### config.mk
export PLATFORM = sky130hd
export DESIGN_NAME = lepp_front
export DESIGN_NICKNAME = d
export VERILOG_FILES = /design/src/sv/lepp_pkg.sv /design/src/sv/lepp_front.sv
export SDC_FILE = /design/constraint.sdc
export NUM_CORES = 1
export LEC_CHECK = 0
export ABC_AREA = 1
export CAP_MARGIN = 15
export CORE_AREA = 8 8 60 113
export CTS_CLUSTER_DIAMETER = 150
export CTS_CLUSTER_SIZE = 10
export DETAILED_ROUTE_END_ITERATION = 12
export DIE_AREA = 0 0 68 121
export DONT_BUFFER_PORTS = 1
export PLACE_DENSITY_LB_ADDON = 0.3
export SLEW_MARGIN = 15
export SYNTH_ARGS = -nofsm -noshare
export SYNTH_HDL_FRONTEND = slang
export SYNTH_SLANG_ARGS = --single-unit
### constraint.sdc
create_clock -name i_clk -period 2 [get_ports i_clk]
set_input_delay 0.1 -clock i_clk [delete_from_list [all_inputs] [get_ports i_clk]]
set_output_delay 0.1 -clock i_clk [all_outputs]
set_load 0.01 [all_outputs]
### src/sv/lepp_pkg.sv
// Shared types, constants and helpers of the lane edge point projector.
package lepp_pkg;

    localparam int MAP_WIDTH_DEF   = 640;
    localparam int MAP_HEIGHT_DEF  = 480;
    localparam int NUM_CLASSES_DEF = 13;

    localparam int CFG_W   = 63;
    localparam int CFG_IDX_W = 3;
    localparam int COEF_W  = 21;

    localparam logic [CFG_IDX_W-1:0] REG_HOM0    = 3'd0;
    localparam logic [CFG_IDX_W-1:0] REG_HOM1    = 3'd1;
    localparam logic [CFG_IDX_W-1:0] REG_HOM2    = 3'd2;
    localparam logic [CFG_IDX_W-1:0] REG_MAXFWD  = 3'd3;
    localparam logic [CFG_IDX_W-1:0] REG_MINPTS  = 3'd4;
    localparam logic [CFG_IDX_W-1:0] REG_ROIW    = 3'd5;
    localparam logic [CFG_IDX_W-1:0] REG_ROIH    = 3'd6;
    localparam logic [CFG_IDX_W-1:0] REG_ROIS    = 3'd7;

    localparam logic [14:0] MAXFWD_RST = 15'd19200;
    localparam logic [7:0]  MINPTS_RST = 8'd2;
    localparam logic [11:0] ROIW_RST   = 12'd1920;
    localparam logic [11:0] ROIH_RST   = 12'd768;
    localparam logic [11:0] ROIS_RST   = 12'd312;

    localparam logic signed [15:0] FWD_NEAR  = 16'sd3200;
    localparam logic signed [12:0] LAT_LIMIT = 13'sd1920;
    localparam logic [12:0]        LAT_STEP  = 13'd64;

    // Front-to-back queue entry.
    typedef struct packed {
        logic        frame_start;
        logic        edge_ok;
        logic [3:0]  label;
        logic [9:0]  col;
        logic [9:0]  row;
    } t_item;

    typedef enum logic [2:0] {
        ST_IDLE, ST_SCALE, ST_PROJ, ST_DIV, ST_CHECK, ST_OUT
    } t_state;

    function automatic logic signed [COEF_W-1:0] coef(input logic [CFG_W-1:0] r,
                                                      input int k);
        coef = r[COEF_W*k +: COEF_W];
    endfunction

endpackage

### src/sv/lepp_front.sv
// Front part: accept pixels, run the edge test, push into a short queue.
module lepp_front #(
    parameter int NUM_CLASSES = lepp_pkg::NUM_CLASSES_DEF
) (
    input  logic                 i_clk,
    input  logic                 i_rst_n,
    input  logic                 i_valid,
    output logic                 o_ready,
    input  logic                 i_frame_start,
    input  logic [3:0]           i_label,
    input  logic [3:0]           i_left_label,
    input  logic [3:0]           i_right_label,
    input  logic [9:0]           i_col,
    input  logic [9:0]           i_row,
    output logic                 o_q_valid,
    input  logic                 i_q_pop,
    output lepp_pkg::t_item      o_q_item
);
    lepp_pkg::t_item r_q [2];
    logic [0:0] r_wp, r_rp;
    logic [1:0] r_cnt;
    lepp_pkg::t_item w_item;
    logic w_push;

    always_comb begin
        w_item.frame_start = i_frame_start;
        w_item.label = i_label;
        w_item.col = i_col;
        w_item.row = i_row;
        if ((i_label >= 4'd1 && i_label <= 4'd4) || i_label == 4'd11) begin
            w_item.edge_ok = (i_right_label != i_label);
        end else if (i_label >= 4'd5 && {28'd0, i_label} < 32'(NUM_CLASSES)) begin
            w_item.edge_ok = (i_left_label != i_label);
        end else begin
            w_item.edge_ok = 1'b0;
        end
    end

    assign o_ready   = (r_cnt != 2'd2);
    assign w_push    = i_valid && o_ready;
    assign o_q_valid = (r_cnt != 2'd0);
    assign o_q_item  = r_q[r_rp];

    always_ff @(posedge i_clk) begin
        if (w_push) begin
            r_q[r_wp] <= w_item;
        end
        if (!i_rst_n) begin
            r_wp <= '0;
            r_rp <= '0;
            r_cnt <= '0;
        end else begin
            if (w_push) r_wp <= r_wp + 1'b1;
            if (i_q_pop) r_rp <= r_rp + 1'b1;
            r_cnt <= r_cnt + {1'b0, w_push} - {1'b0, i_q_pop};
        end
    end
endmodule

Yosys cells after proc, flatten, opt, wreduce, memory -nomap -nowiden

Memory sizes are Yosys's and may differ from the RTL's. A register that Yosys moved wholly into a read port is not among the register bits.
Index checks and enable logic that the tools add are counted.

Bits of input ports: 37
Bits in registers: 4
Memories: 1
Bits in latches: 0
Bits in read-only memories: 0
Memory bits (writable): 52

Reduce and logical (&&, ||, !) cells: 5
Muxes and demuxes: 6
Multiply operators: 0
Equal/unequal tests: 4
$add $sub $neg: 4
Bitwise gates (word level): 0
Order comparisons: 4
Shift-type cells: 0
Div/mod/pow operators: 0

Memory list:

| name | depth | bits a word | rd ports | clocked after memory_dff | write ports | RTL line         | source |
|---|---|---|---|---|---|---|---|
| r_q  | 2     | 26          | 1        | 1                        | 1           | lepp_front.sv:19 | `lepp_pkg::t_item r_q [2];` |

Operators by type and width:

| kind                                                                                | number |
|---|---|
| 4-bit inequality test                                                               | 2 |
| 1-bit two-way mux                                                                   | 6 |
| 4-bit equality test, second input constant                                          | 1 |
| 4-bit by 1-bit greater-or-equal comparator with 1-bit output, second input constant | 1 |
| 4-bit by 3-bit greater-or-equal comparator with 1-bit output, second input constant | 1 |
| 4-bit by 3-bit less-or-equal comparator with 1-bit output, second input constant    | 1 |
| 4-bit less-than comparator, second input constant                                   | 1 |
| 1-bit logical AND                                                                   | 3 |
| 1-bit adder, second input constant                                                  | 2 |
| 2-bit by 1-bit adder with 2-bit output                                              | 1 |
| 2-bit inequality test, second input constant                                        | 1 |
| 2-bit nonzero test                                                                  | 1 |
| 2-bit by 1-bit subtractor with 2-bit output                                         | 1 |
| 1-bit logical OR                                                                    | 1 |

Logic depth before layout (Yosys ltp)

Gate-level depths: netlist of the first run.

Depth after elaboration: 4
Mapped depth: 10

Worst setup path before layout of the first run

No wires, ideal clock.

Kind: register to register
Start: register r_cnt[0]
End: memory r_q[0][0] (netlist name) (enable)
Data required time: 1591 ps
Stages on the path, launching flop included: 5
Period minus slack after synthesis: 2124 ps
Arrival time: 1715 ps
Setup time: 409 ps
Slack: -124 ps
Cell sequence: dfxtp_1 inv_1 nand2_1 nand2_1 nor2_1

Longest elaborated chain between the ends: 4

Ends and longest elaborated chain:

| item                                    | RTL line         | source |
|---|---|---|
| start, declared                         | lepp_front.sv:21 | `logic [1:0] r_cnt;` |
| start signal, assigned                  | lepp_front.sv:55 | `r_cnt <= r_cnt + {1'b0, w_push} - {1'b0, i_q_pop};` |
| 2-bit inequality test                   | lepp_front.sv:39 | `assign o_ready = (r_cnt != 2'd2);` |
| via o_ready                             | lepp_front.sv:8  | `output logic o_ready,` |
| 1-bit logical AND                       | lepp_front.sv:40 | `assign w_push = i_valid && o_ready;` |
| 1-bit two-way mux                       | lepp_front.sv:45 | `if (w_push) begin` |
| 1-bit two-way mux (not written as such) | lepp_front.sv:46 | `r_q[r_wp] <= w_item;` |
| end, declared                           | lepp_front.sv:19 |  |

The timed path passes the listed nets, and every way through them passes these cells.

Final worst setup path of the first run

Start: register r_cnt[0]
End: register r_cnt[1]

Longest elaborated chain between the ends: 4

Ends and longest elaborated chain:

| item                                        | RTL line |
|---|---|
| 2-bit inequality test                       | lepp_front.sv:39 |
| via o_ready                                 | lepp_front.sv:8 |
| 1-bit logical AND                           | lepp_front.sv:40 |
| 2-bit by 1-bit adder with 2-bit output      | lepp_front.sv:55 |
| 2-bit by 1-bit subtractor with 2-bit output | lepp_front.sv:55 |

The timed path passes the listed nets, and every way through them passes these cells.
A chain may end at the register's enable or synchronous reset.

==> run metrics, run 1 <==
die area=~0.0082 mm^2; Initial Utilization=~45%; Hold WC Path Type=input port to flip-flop; H-tree lvl count=3; post-route cell area=0.002898 mm^2; Clk pin slew, worst setup/hold paths=60 ps; Synth top area share=64.80%; Chip Width=68 um; area of placed instances=0.002485 mm^2; vias in the first global route=1,398; post-DR wirelength/cell=between 15 and 20 um; fill count=467; GRT Resource Usage Total=11.05%; Worst EP required=between 2000 and 2500 ps; IO Port Bufs=0; Post-synth ARST share=0%; final setup violating endpoints=0; dpl ws=roughly 350 ps; met3 usage=under 10%; Die H=121 um; Slew Limit Fails=0; Post-synth top cells=52 x edfxtp_1, 42 x nand2_1, 20 x mux2_4, 16 x inv_1, 15 x nor2_1; post-layout minimum cycle time=about 1600 ps; Core ar.=0.005325 mm^2; ys flop type=edfxtp_1; Post-synth EDFFs=52; post-synth net total=205; Critical Path AT=1870 ps; crit path max fanout=5; Via-to-Cell Ratio=4.996; nets@finish=246; Worst Tran Pin Value=232.5 ps; initial antenna violation count=0; final hold vios=0; final setup skew=7.273 ps; Mean Syn Cell Area=14.52 um^2; most frequent cell after synthesis=edfxtp_1; RSZ-0062 raised after global routing=false; hpwl dp=3013 um; met1 Track Usage GR=slightly above 10%; final non-filler cell total=270; P_sw=0.0006282 W; GRT overflow=0; total power=0.002680 W; FF+latch count, synth=57; Clk pwr share=30.0%; Reg2Reg Setup Slack=360 ps; # DRC=0; Critical Path Start Type=flip-flop; Post-DRT Antenna Nets=0; CTS Buffer Depth=2; Worst-Skew Late Latency=330 ps; # rows=38; Clock Tree Root=clkbuf_8; design internal power=0.002052 W; Core Util, Final=54.42%; fin crit share=82.01%; gpl congestion=a little under 0.7; diodes inserted=0; final wirelength=between 4000 and 5000 um; Switching Share=23.44%; post-synthesis sequential area ratio=68.95%; Leak=between 1 and 1.5 nW; Mapped Area=0.002410 mm^2; Syn. warnings=0; share of layout cells above drive strength 1=roughly 21%; worst setup margin=359.8 ps; VDD IR max=557.7 uV; CTS tree=built; IO Pins=65; largest net degree at the start of global routing=16; global route hottest layer=met2; Iter 0 DRT Violations=31; Crit Path Category=flip-flop to flip-flop; largest area contributor in the netlist=edfxtp_1; CTS Buf Count=9; part of the power in registers=between 50% and 60%; Logic pwr share=15.0%; Vias=roughly 1,300; Max-Cap Viols=0; P per Cell Area=924.8 mW/mm^2; Layout area overhead=20.25%; wire length of the first global-routing pass=6561 um; clock sink total=57; Initial DRT Pass Iterations=4; met2 usage=17.66%; Syn Inst Count=approximately 170; ranking of synthesized cells by area=edfxtp_1 65%, mux2_4 12%, nand2_1 6.5%; setup repair bufs after CTS=0; Synth cell types=14; Cells after DPL=229; fmax=0.6097 GHz; crit end category=flip-flop; worst relative slew slack=84.50%; status=complete, no violations
## power groups by stage
stage / Clock (W) / Sequential [W] / Combinational, W
after global placement: 0 / 0.00149 / 0.000354
after detailed placement: 0 / 0.00150 / 0.000362
after global routing: 0.000887 / 0.00148 / 0.000446
final: 0.000804 / 0.00147 / 0.000403
after CTS: 0.000837 / 0.00148 / 0.000414
after floorplan: 0 / 0.00149 / 0.000301
## cell usage in the layout (no fill, tap or decap), drive strengths merged
cell / synthesis / routed
edfxtp: 52 / 52
nand2: 42 / 42
dlygate4sd3: 0 / 27
mux2: 26 / 26
inv: 16 / 16
nor2: 15 / 15
clkbuf: 0 / 12
buf: 3 / 6
dfxtp: 5 / 5
a21oi: 2 / 2
ha: 2 / 2
clkinv: 0 / 2
or2: 1 / 1
o21ai: 1 / 1
xor2: 1 / 1
## flip-flops by register name, indices dropped and copies added (netlist names), named ones only
register	count
r_wp	1
r_rp	1
r_q	52
r_cnt	2
## cells by family (layout without fill, tap and decap cells)
family                   Yosys count  in the layout  synth area share [%]
flip-flops                        57             57                 68.95
adder cells (fa/ha/maj)            2              2                 1.038
AO/OA/AOI/OAI                      3              3                0.6229
AND/OR/NAND/NOR                   58             58                 9.138
XOR/XNOR                           1              1                0.3635
buffers and inverters             19             63                 4.621
multiplexers                      26             26                 15.26
## area by class of cell
class                   count  area (um^2)  share of cell area, %
flip-flops and latches     57         1663                  57.38
multi-input cells          90        641.9                  22.15
well taps                  60        75.07                  2.591
clock inverters             2        7.507                 0.2591
clock buffers              12        135.1                  4.663
repair buffers             33        315.3                  10.88
inverters                  16        60.06                  2.073
## per-stage QoR
step | TNS (ps) | hold slack [ps]
final | 0 | 62.26
after global routing | 0 | 80.08
after detailed placement | 0 | 199.0
after floorplan | -6439 | 193.5
after CTS | 0 | 44.94
after global placement | 0 | 196.0
## metal layers
| metal | vias up | share of wire [%] |
|---|---|---|
| met2 | 60 | 51 |
| met1 | 633 | 34 |
| li1 | 647 | - |
| met4 | 0 | 3.6 |
| met5 | - | 0 |
| met3 | 9 | 11 |
## worst max-delay path, cell delays in order, from the launching register on
cell	delay [ps]
dfxtp_1	340
inv_1	40
nand2_1	120
nand2_1	160
ha_1	320
inv_1	40
ha_1	180
xor2_1	170
nand2_1	70
nand2_1	60
nor2_1	40
## path summary, 6_finish.rpt
kind | start | end | depth (start not counted)
worst max-delay path | r_cnt[0] | r_cnt[1] | 10
worst max register to register | r_cnt[0] | r_cnt[1] | 10
worst min register to register | r_rp | flip-flop | 2
worst min-delay path | i_valid | r_wp | 2
## timing repair
item	in CTS	in global routing
hold buffers	27	0
endpoints found under the hold margin	55	0
resized for setup	0	0
Note: power is estimated with default switching activity, not from simulation.
==> run 2, diff against run 1 <==
clock period = 1.5 ns   (was 2 ns; I/O delays follow)
==> run 2 against run 1 <==
Against the previous run:
- cell area rose by 6.0%
- final cell count rose by 1.9%
- sequential power rose by 34%
- wire length rose by 5.4%
- critical endpoint is now r_q[0][3]
- sequential share of layout area fell by 3.1 points
- clock power rose by 110%
==> run metrics, run 2 (synthesis results as in run 1) <==
Cells after DPL=230 (+0.44%); CP startpoint=r_cnt[0]; post-DR wirelength/cell=15.96 um (+3.5%); most common cell after layout, fill and taps aside=edfxtp_1; worst hold slack=25.74 ps (-36.52 ps); metal2 WL=2249 um (+5.9%); Biggest register=r_q; GRT overflow=0 (unchanged); Clock Tree Root=clkbuf_8; final wirelength=4389 um (+5.4%); critical register-to-register path startpoint=r_cnt[0]; max reg flops=52 (unchanged); Switching Share=22.11% (-1.3 points); crit path max fanout=26 (+21); H-tree lvl count=3 (unchanged); Worst-Skew Late Latency=320 ps (about the same); Top Layer Used=met4; initial antenna violation count=0 (unchanged); Critical Path Start Type=flip-flop; hpwl dp=2965 um (-1.6%); CTS tree=built; WL met1=1559 um (+9.6%); fin crit share=96.21% (+14 points); Leak=1.247 nW (+6.3%); largest net degree at the start of global routing=27 (+11); fmax=0.6929 GHz (+14%); met3 wire length=483 um (+3.4%); Largest regs=r_q: 52 flops, r_cnt: 2 flops; design internal power=0.003307 W (+61%); CTS Buffer Depth=2 (unchanged); Chip Width=68 um (unchanged); wire length of the first global-routing pass=6755 um (+3.0%); Worst EP required=1520 ps (-710 ps); part of the power in registers=46.4% (-8.6 points); setup TNS=0 ps (unchanged); Clk pin slew, worst setup/hold paths=60 ps (about the same); final setup skew=3.441 ps (-3.833 ps); Initial DRT Pass Iterations=4 (unchanged); GRT Resource Usage Total=11.07% (+0.023 points); P_sw=0.0009389 W (+49%); share of layout cells above drive strength 1=28.84% (+7.4 points); Hold WC Path Type=input port to flip-flop; VDD IR max=893.3 uV (+60%); P per Cell Area=1383 mW/mm^2 (+50%); Iter 0 DRT Violations=35 (+13%); worst reg2reg endpoint=r_q[0][3]; # rows=38 (unchanged); Post-DRT Antenna Nets=0 (unchanged); Logic pwr share=14.7% (-0.3 points); crit path to=r_q[0][3]; Layout area overhead=27.41%; CTS Buf Count=9 (unchanged); clock sink total=57 (unchanged); diodes inserted=0 (unchanged); final non-filler cell total=275 (+1.9%); final hold vios=0 (unchanged); post-layout minimum cycle time=1443 ps (-197.0 ps); Core ar.=0.005325 mm^2 (unchanged); Max-Cap Viols=0 (unchanged); Critical Path AT=1470 ps (-400 ps); # DRC=0 (unchanged); Via-to-Cell Ratio=4.884 (-2.3%); die area=0.008228 mm^2 (unchanged); Reg2Reg Setup Slack=60 ps (-300 ps); area of placed instances=0.002505 mm^2 (+0.81%); Clk pwr share=38.9% (+8.9 points); nets@finish=249 (+1.2%); Initial Utilization=45.25% (unchanged); Crit Path Category=flip-flop to flip-flop; Vias=1,343 (-0.44%); post-route cell area=0.003070 mm^2 (+6.0%); IO Pins=65 (unchanged); vias in the first global route=1,453 (+3.9%); status=complete, no violations; Die H=121 um (unchanged); worst relative slew slack=83.35% (-1.2 points); commonest cells after routing, fill and taps aside=52 x edfxtp_1, 40 x nand2_1, 27 x dlygate4sd3_1; length in cells of the worst reg-to-reg path=7 (-3); gpl congestion=0.6440 (-4.6%); Slew Limit Fails=0 (unchanged); IO Port Bufs=0 (unchanged); crit end category=flip-flop; Worst Tran Pin Value=249.8 ps (+17.27 ps); final setup violating endpoints=0 (unchanged)
==> run 2: how the worst min path moves through the flow <==
stage / from / end / slack [ps] / cells past startpoint
after detailed placement: i_col[2] / r_q[1][12] / 170 / 0
after floorplan: i_rst_n / r_cnt[0] / 170 / 2
after global placement: i_rst_n / r_cnt[0] / 170 / 2
final: i_q_pop / r_cnt[1] / 30 / 3
after CTS: i_q_pop / r_cnt[1] / 60 / 3
after global routing: i_q_pop / r_cnt[1] / 40 / 3
==> run 2: critical path: stages (launching register included) <==
cell and delay, ps:
dfxtp_2 350, inv_2 50, nand2_4 70, nand2_4 60, buf_4 130, buf_4 140
nor2_2 120, buf_12 200
==> run 2: layer usage <==
metal | track usage [%] | vias to the layer above
met3 | 5.180 | 10
li1 | - | 656
met1 | 10.83 | 622
met2 | 18.02 | 55
met4 | 6.710 | 0
met5 | 0 | -
==> run 2: cell type report <==
class                      count  area [um^2]
clock buffer                   9        123.9
sequential                    57         1665
tap                           60        75.07
multi-input combinational     90        679.4
clock inverter                 7        108.9
fill                         438         2255
inverter                      16        60.06
timing repair buffer          36        357.8
==> run 2: power groups by stage <==
stage                     clock network (W)  registers, W  logic (W)
after floorplan                           0       0.00198   0.000404
after global placement                    0       0.00198   0.000501
after detailed placement                  0       0.00199   0.000516
after CTS                           0.00170       0.00196   0.000605
after global routing                0.00175       0.00198   0.000682
final                               0.00165       0.00197   0.000624
==> run 2: repair_timing <==
| action | 4_1_cts | 5_1_grt |
|---|---|---|
| endpoints found under the setup margin | 1 | 53 |
| hold buffers | 27 | 0 |
| buffers inserted | 2 | 0 |
| hold endpoints to repair | 55 | 0 |
| pin swaps | 2 | 3 |
| gates resized for setup | 2 | 10 |
==> run 2: per-stage QoR <==
step | total power, W | setup slack (ps) | util, %
2_1_floorplan | 0.002387 | -215.2 | -
3_3_place_gp | 0.002485 | 126.7 | 47.04
3_5_place_dp | 0.002509 | -31.39 | 47.04
4_1_cts | 0.004264 | 11.66 | 56.84
5_1_grt | 0.004412 | -10.76 | 57.66
6_report | 0.004246 | 56.86 | 57.66
==> run 3, diff against run 2 <==
ABC_AREA = default   (was 1)
CORE_AREA = 8 8 59 110   (was 8 8 60 113)
DIE_AREA = 0 0 67 118   (was 0 0 68 121)
==> run 3 against run 2 <==
Against the previous run:
- register-to-register slack about the same
- clock-buffer cell count increased by 4
- global-route usage increased by 0.57 points
- clock skew increased by 1.7 ps
- critical endpoint is now r_cnt[1]
- die area decreased by 3.9%
- sequential share of layout area increased by 3.2 points
- via count decreased by 12%
- largest cell class unchanged
- core utilization decreased by 0.83 points
- worst setup slack got worse by 12 ps
- final cell count decreased by 16%
- critical path depth increased by 1
==> run metrics, run 3 <==
status=complete, no violations; length in cells of the worst reg-to-reg path=8 (+1); Critical Path AT=1670 ps (+200 ps); Clock Tree Root=clkbuf_8; Clk pin slew, worst setup/hold paths=60 ps (about the same); post-synth net total=164 (-20%); Logic pwr share=19.1% (+4.4 points); initial antenna violation count=0 (unchanged); Core Util, Final=56.83% (-0.83 points); total power=0.004029 W (-5.1%); Mapped Area=0.002261 mm^2 (-6.2%); critical register-to-register path startpoint=r_cnt[0]; Post-synth ARST share=0% (unchanged); Slew Limit Fails=0 (unchanged); nets@finish=207 (-17%); Post-synth EDFFs=52 (unchanged); wire length of the first global-routing pass=6582 um (-2.6%); crit path max-delay cell type=dfxtp_2; CTS Buf Count=9 (unchanged); largest area contributor in the netlist=edfxtp_1; Largest regs=r_q: 52 flops, r_cnt: 2 flops; most frequent cell on the critical path=ha_4; design internal power=0.003035 W (-8.3%); hpwl dp=2998 um (+1.1%); worst relative slew slack=77.92% (-5.4 points); Synth top area share=69.06% (+4.3 points); Syn Inst Count=125 (-25%); Critical Path Stages=8 (+1); most common cell after layout, fill and taps aside=edfxtp_1; GRT overflow=0 (unchanged); IO Pins=65 (unchanged); post-synthesis sequential area ratio=73.49% (+4.5 points); FF+latch count, synth=57 (unchanged); max reg flops=52 (unchanged); # rows=37 (-2.6%); CTS Buffer Depth=2 (unchanged); diodes inserted=0 (unchanged); Worst EP required=1720 ps (+200 ps); Reg2Reg Setup Slack=40 ps (about the same); die area=0.007906 mm^2 (-3.9%); hold_sp=i_valid; Worst-Skew Late Latency=330 ps (about the same); Switching Share=24.67% (+2.6 points); Post-DRT Antenna Nets=0 (unchanged); P per Cell Area=1392 mW/mm^2 (+0.65%); fmax=0.6872 GHz (-0.83%); met3 wire length=390 um (-19%); H-tree lvl count=3 (unchanged); Core ar.=0.005092 mm^2 (-4.4%); metal2 WL=2306 um (+2.5%); part of the power in registers=51.0% (+4.6 points); critical path buffer and inverter count=1 (-3); Critical Path Start Type=flip-flop; final setup skew=5.131 ps (+1.690 ps); final setup violating endpoints=0 (unchanged); Chip Width=67 um (-1.5%); worst reg2reg endpoint=r_cnt[1]; post-layout minimum cycle time=1455 ps (+12.12 ps); P_sw=0.0009940 W (+5.9%); Leak=1.015 nW (-19%); Critical Path Max Stage Delay=330 ps (-20 ps); Clk pwr share=29.9% (-9.0 points); Mean Syn Cell Area=18.09 um^2 (+25%); largest net degree at the start of global routing=27 (unchanged); crit path to=r_cnt[1]; commonest cells after routing, fill and taps aside=52 x edfxtp_1, 28 x dlygate4sd3_1, 26 x mux2_2; CTS tree=built; crit end category=flip-flop; fin crit share=97.02% (+0.81 points); worst hold slack=26.82 ps (+1.082 ps); Top Layer Used=met4; VDD IR max=965.4 uV (+8.1%); WL met1=1403 um (-10%); final non-filler cell total=231 (-16%); Max-Cap Viols=0 (unchanged); Worst Tran Pin Value=326.7 ps (+76.88 ps); Iter 0 DRT Violations=38 (+8.6%); Biggest register=r_q; CP startpoint=r_cnt[0]; ys flop type=edfxtp_1; Synth cell types=27 (+13); gpl congestion=0.6894 (+7.0%); critical-path cell list=nand2b_4 -> nand2_4 -> ha_4 -> inv_2 -> ha_4 -> xor2_1 -> xnor2_1 -> nor2_1; Initial DRT Pass Iterations=4 (unchanged); Via-to-Cell Ratio=5.108 (+4.6%); Syn. warnings=0 (unchanged); # DRC=0 (unchanged); GRT Resource Usage Total=11.64% (+0.57 points); post-DR wirelength/cell=18.25 um (+14%); worst setup margin=44.74 ps (-12.12 ps); Cells after DPL=186 (-19%); Vias=1,180 (-12%); Crit Path Category=flip-flop to flip-flop; most frequent cell after synthesis=edfxtp_1; crit path max fanout=3 (-88%); dpl ws=6.954 ps (+38.35 ps); final wirelength=4215 um (-4.0%); Initial Utilization=44.40% (-0.86 points); Post-synth top cells=52 x edfxtp_1, 26 x mux2_2, 9 x xor2_1, 5 x dfxtp_1; CP top delay family=adder cells; ranking of synthesized cells by area=edfxtp_1 69%, mux2_2 13%, dfxtp_1 4.4%; IO Port Bufs=0 (unchanged); clock sink total=57 (unchanged); vias in the first global route=1,320 (-9.2%); Hold WC Path Type=input port to flip-flop; final hold vios=0 (unchanged); Layout area overhead=28.00%; Die H=118 um (-2.5%); share of layout cells above drive strength 1=33.53% (+4.7 points)
==> run 3: changes by cell type after synthesis, sizes merged, moves of 2 or more <==
cell and change:
xnor2 +2, nor2 -11, nor4 +2, xor2 +8, nand2 -41, inv -12
==> run 3: cell type report <==
cell class,count,area (um^2)
Clock buffer,13,158.9
Clock inverter,3,15.01
Fill cell,428,2198
Inverter,4,18.77
Multi-Input combinational cell,61,595.6
Sequential cell,57,1663
Tap cell,58,72.57
Timing Repair Buffer,35,370.4
==> run 3: through the flow <==
stage / setup TNS (ps) / instance area (um^2)
floorplan: 0 / 2268
global placement: 0 / 2394
detailed placement: 0 / 2394
CTS: 0 / 2849
global route: -22.40 / 2894
finish: 0 / 2894
==> run 3: routing by layer <==
| layer | GRT usage [%] | up-vias |
|---|---|---|
| met3 | 6.196 | 9 |
| met1 | 9.833 | 558 |
| met5 | 0 | - |
| met4 | 7.905 | 0 |
| li1 | - | 558 |
| met2 | 19.57 | 55 |
==> run 3: power groups by stage <==
stage / clock network, W / logic, W / registers, W
after CTS: 0.00126 / 0.000733 / 0.00206
after detailed placement: 0 / 0.000660 / 0.00209
final: 0.00121 / 0.000769 / 0.00205
after global placement: 0 / 0.000633 / 0.00207
after floorplan: 0 / 0.000482 / 0.00206
after global routing: 0.00133 / 0.000836 / 0.00207
==> run 3: kinds of logic (layout without fill, tap and decap cells) <==
family / count (synthesis) / count (layout) / synth area share [%]
buffers and inverters: 7 / 55 / 1.992
adder cells (fa/ha/maj): 2 / 2 / 1.107
flip-flops: 57 / 57 / 73.49
multiplexers: 27 / 27 / 13.39
AO/OA/AOI/OAI: 6 / 6 / 1.826
XOR/XNOR: 11 / 11 / 4.262
AND/OR/NAND/NOR: 15 / 15 / 3.930
==> run 3: worst min path at each step <==
stage | depth (start not counted) | end | slack [ps]
floorplan | 0 | r_q[0][0] | 170
global placement | 0 | r_q[1][1] | 170
detailed placement | 0 | r_q[0][4] | 170
CTS | 2 | r_wp | 0.6
global route | 2 | r_wp | 30
finish | 2 | r_wp | 30
==> run 3: what timing repair did <==
item,in CTS,in global routing
buffers inserted,0,1
setup endpoints to repair,1,1
hold endpoints to repair,55,0
pin swaps,0,4
hold buffers,28,0
resized for setup,1,7
==> run 3: worst register-to-register path, stage by stage, from the launching register on <==
cell and delay, ps:
dfxtp_2 330, nand2b_4 130, nand2_4 60, ha_4 250, inv_2 40, ha_4 150, xor2_1 140, xnor2_1 180
nor2_1 70
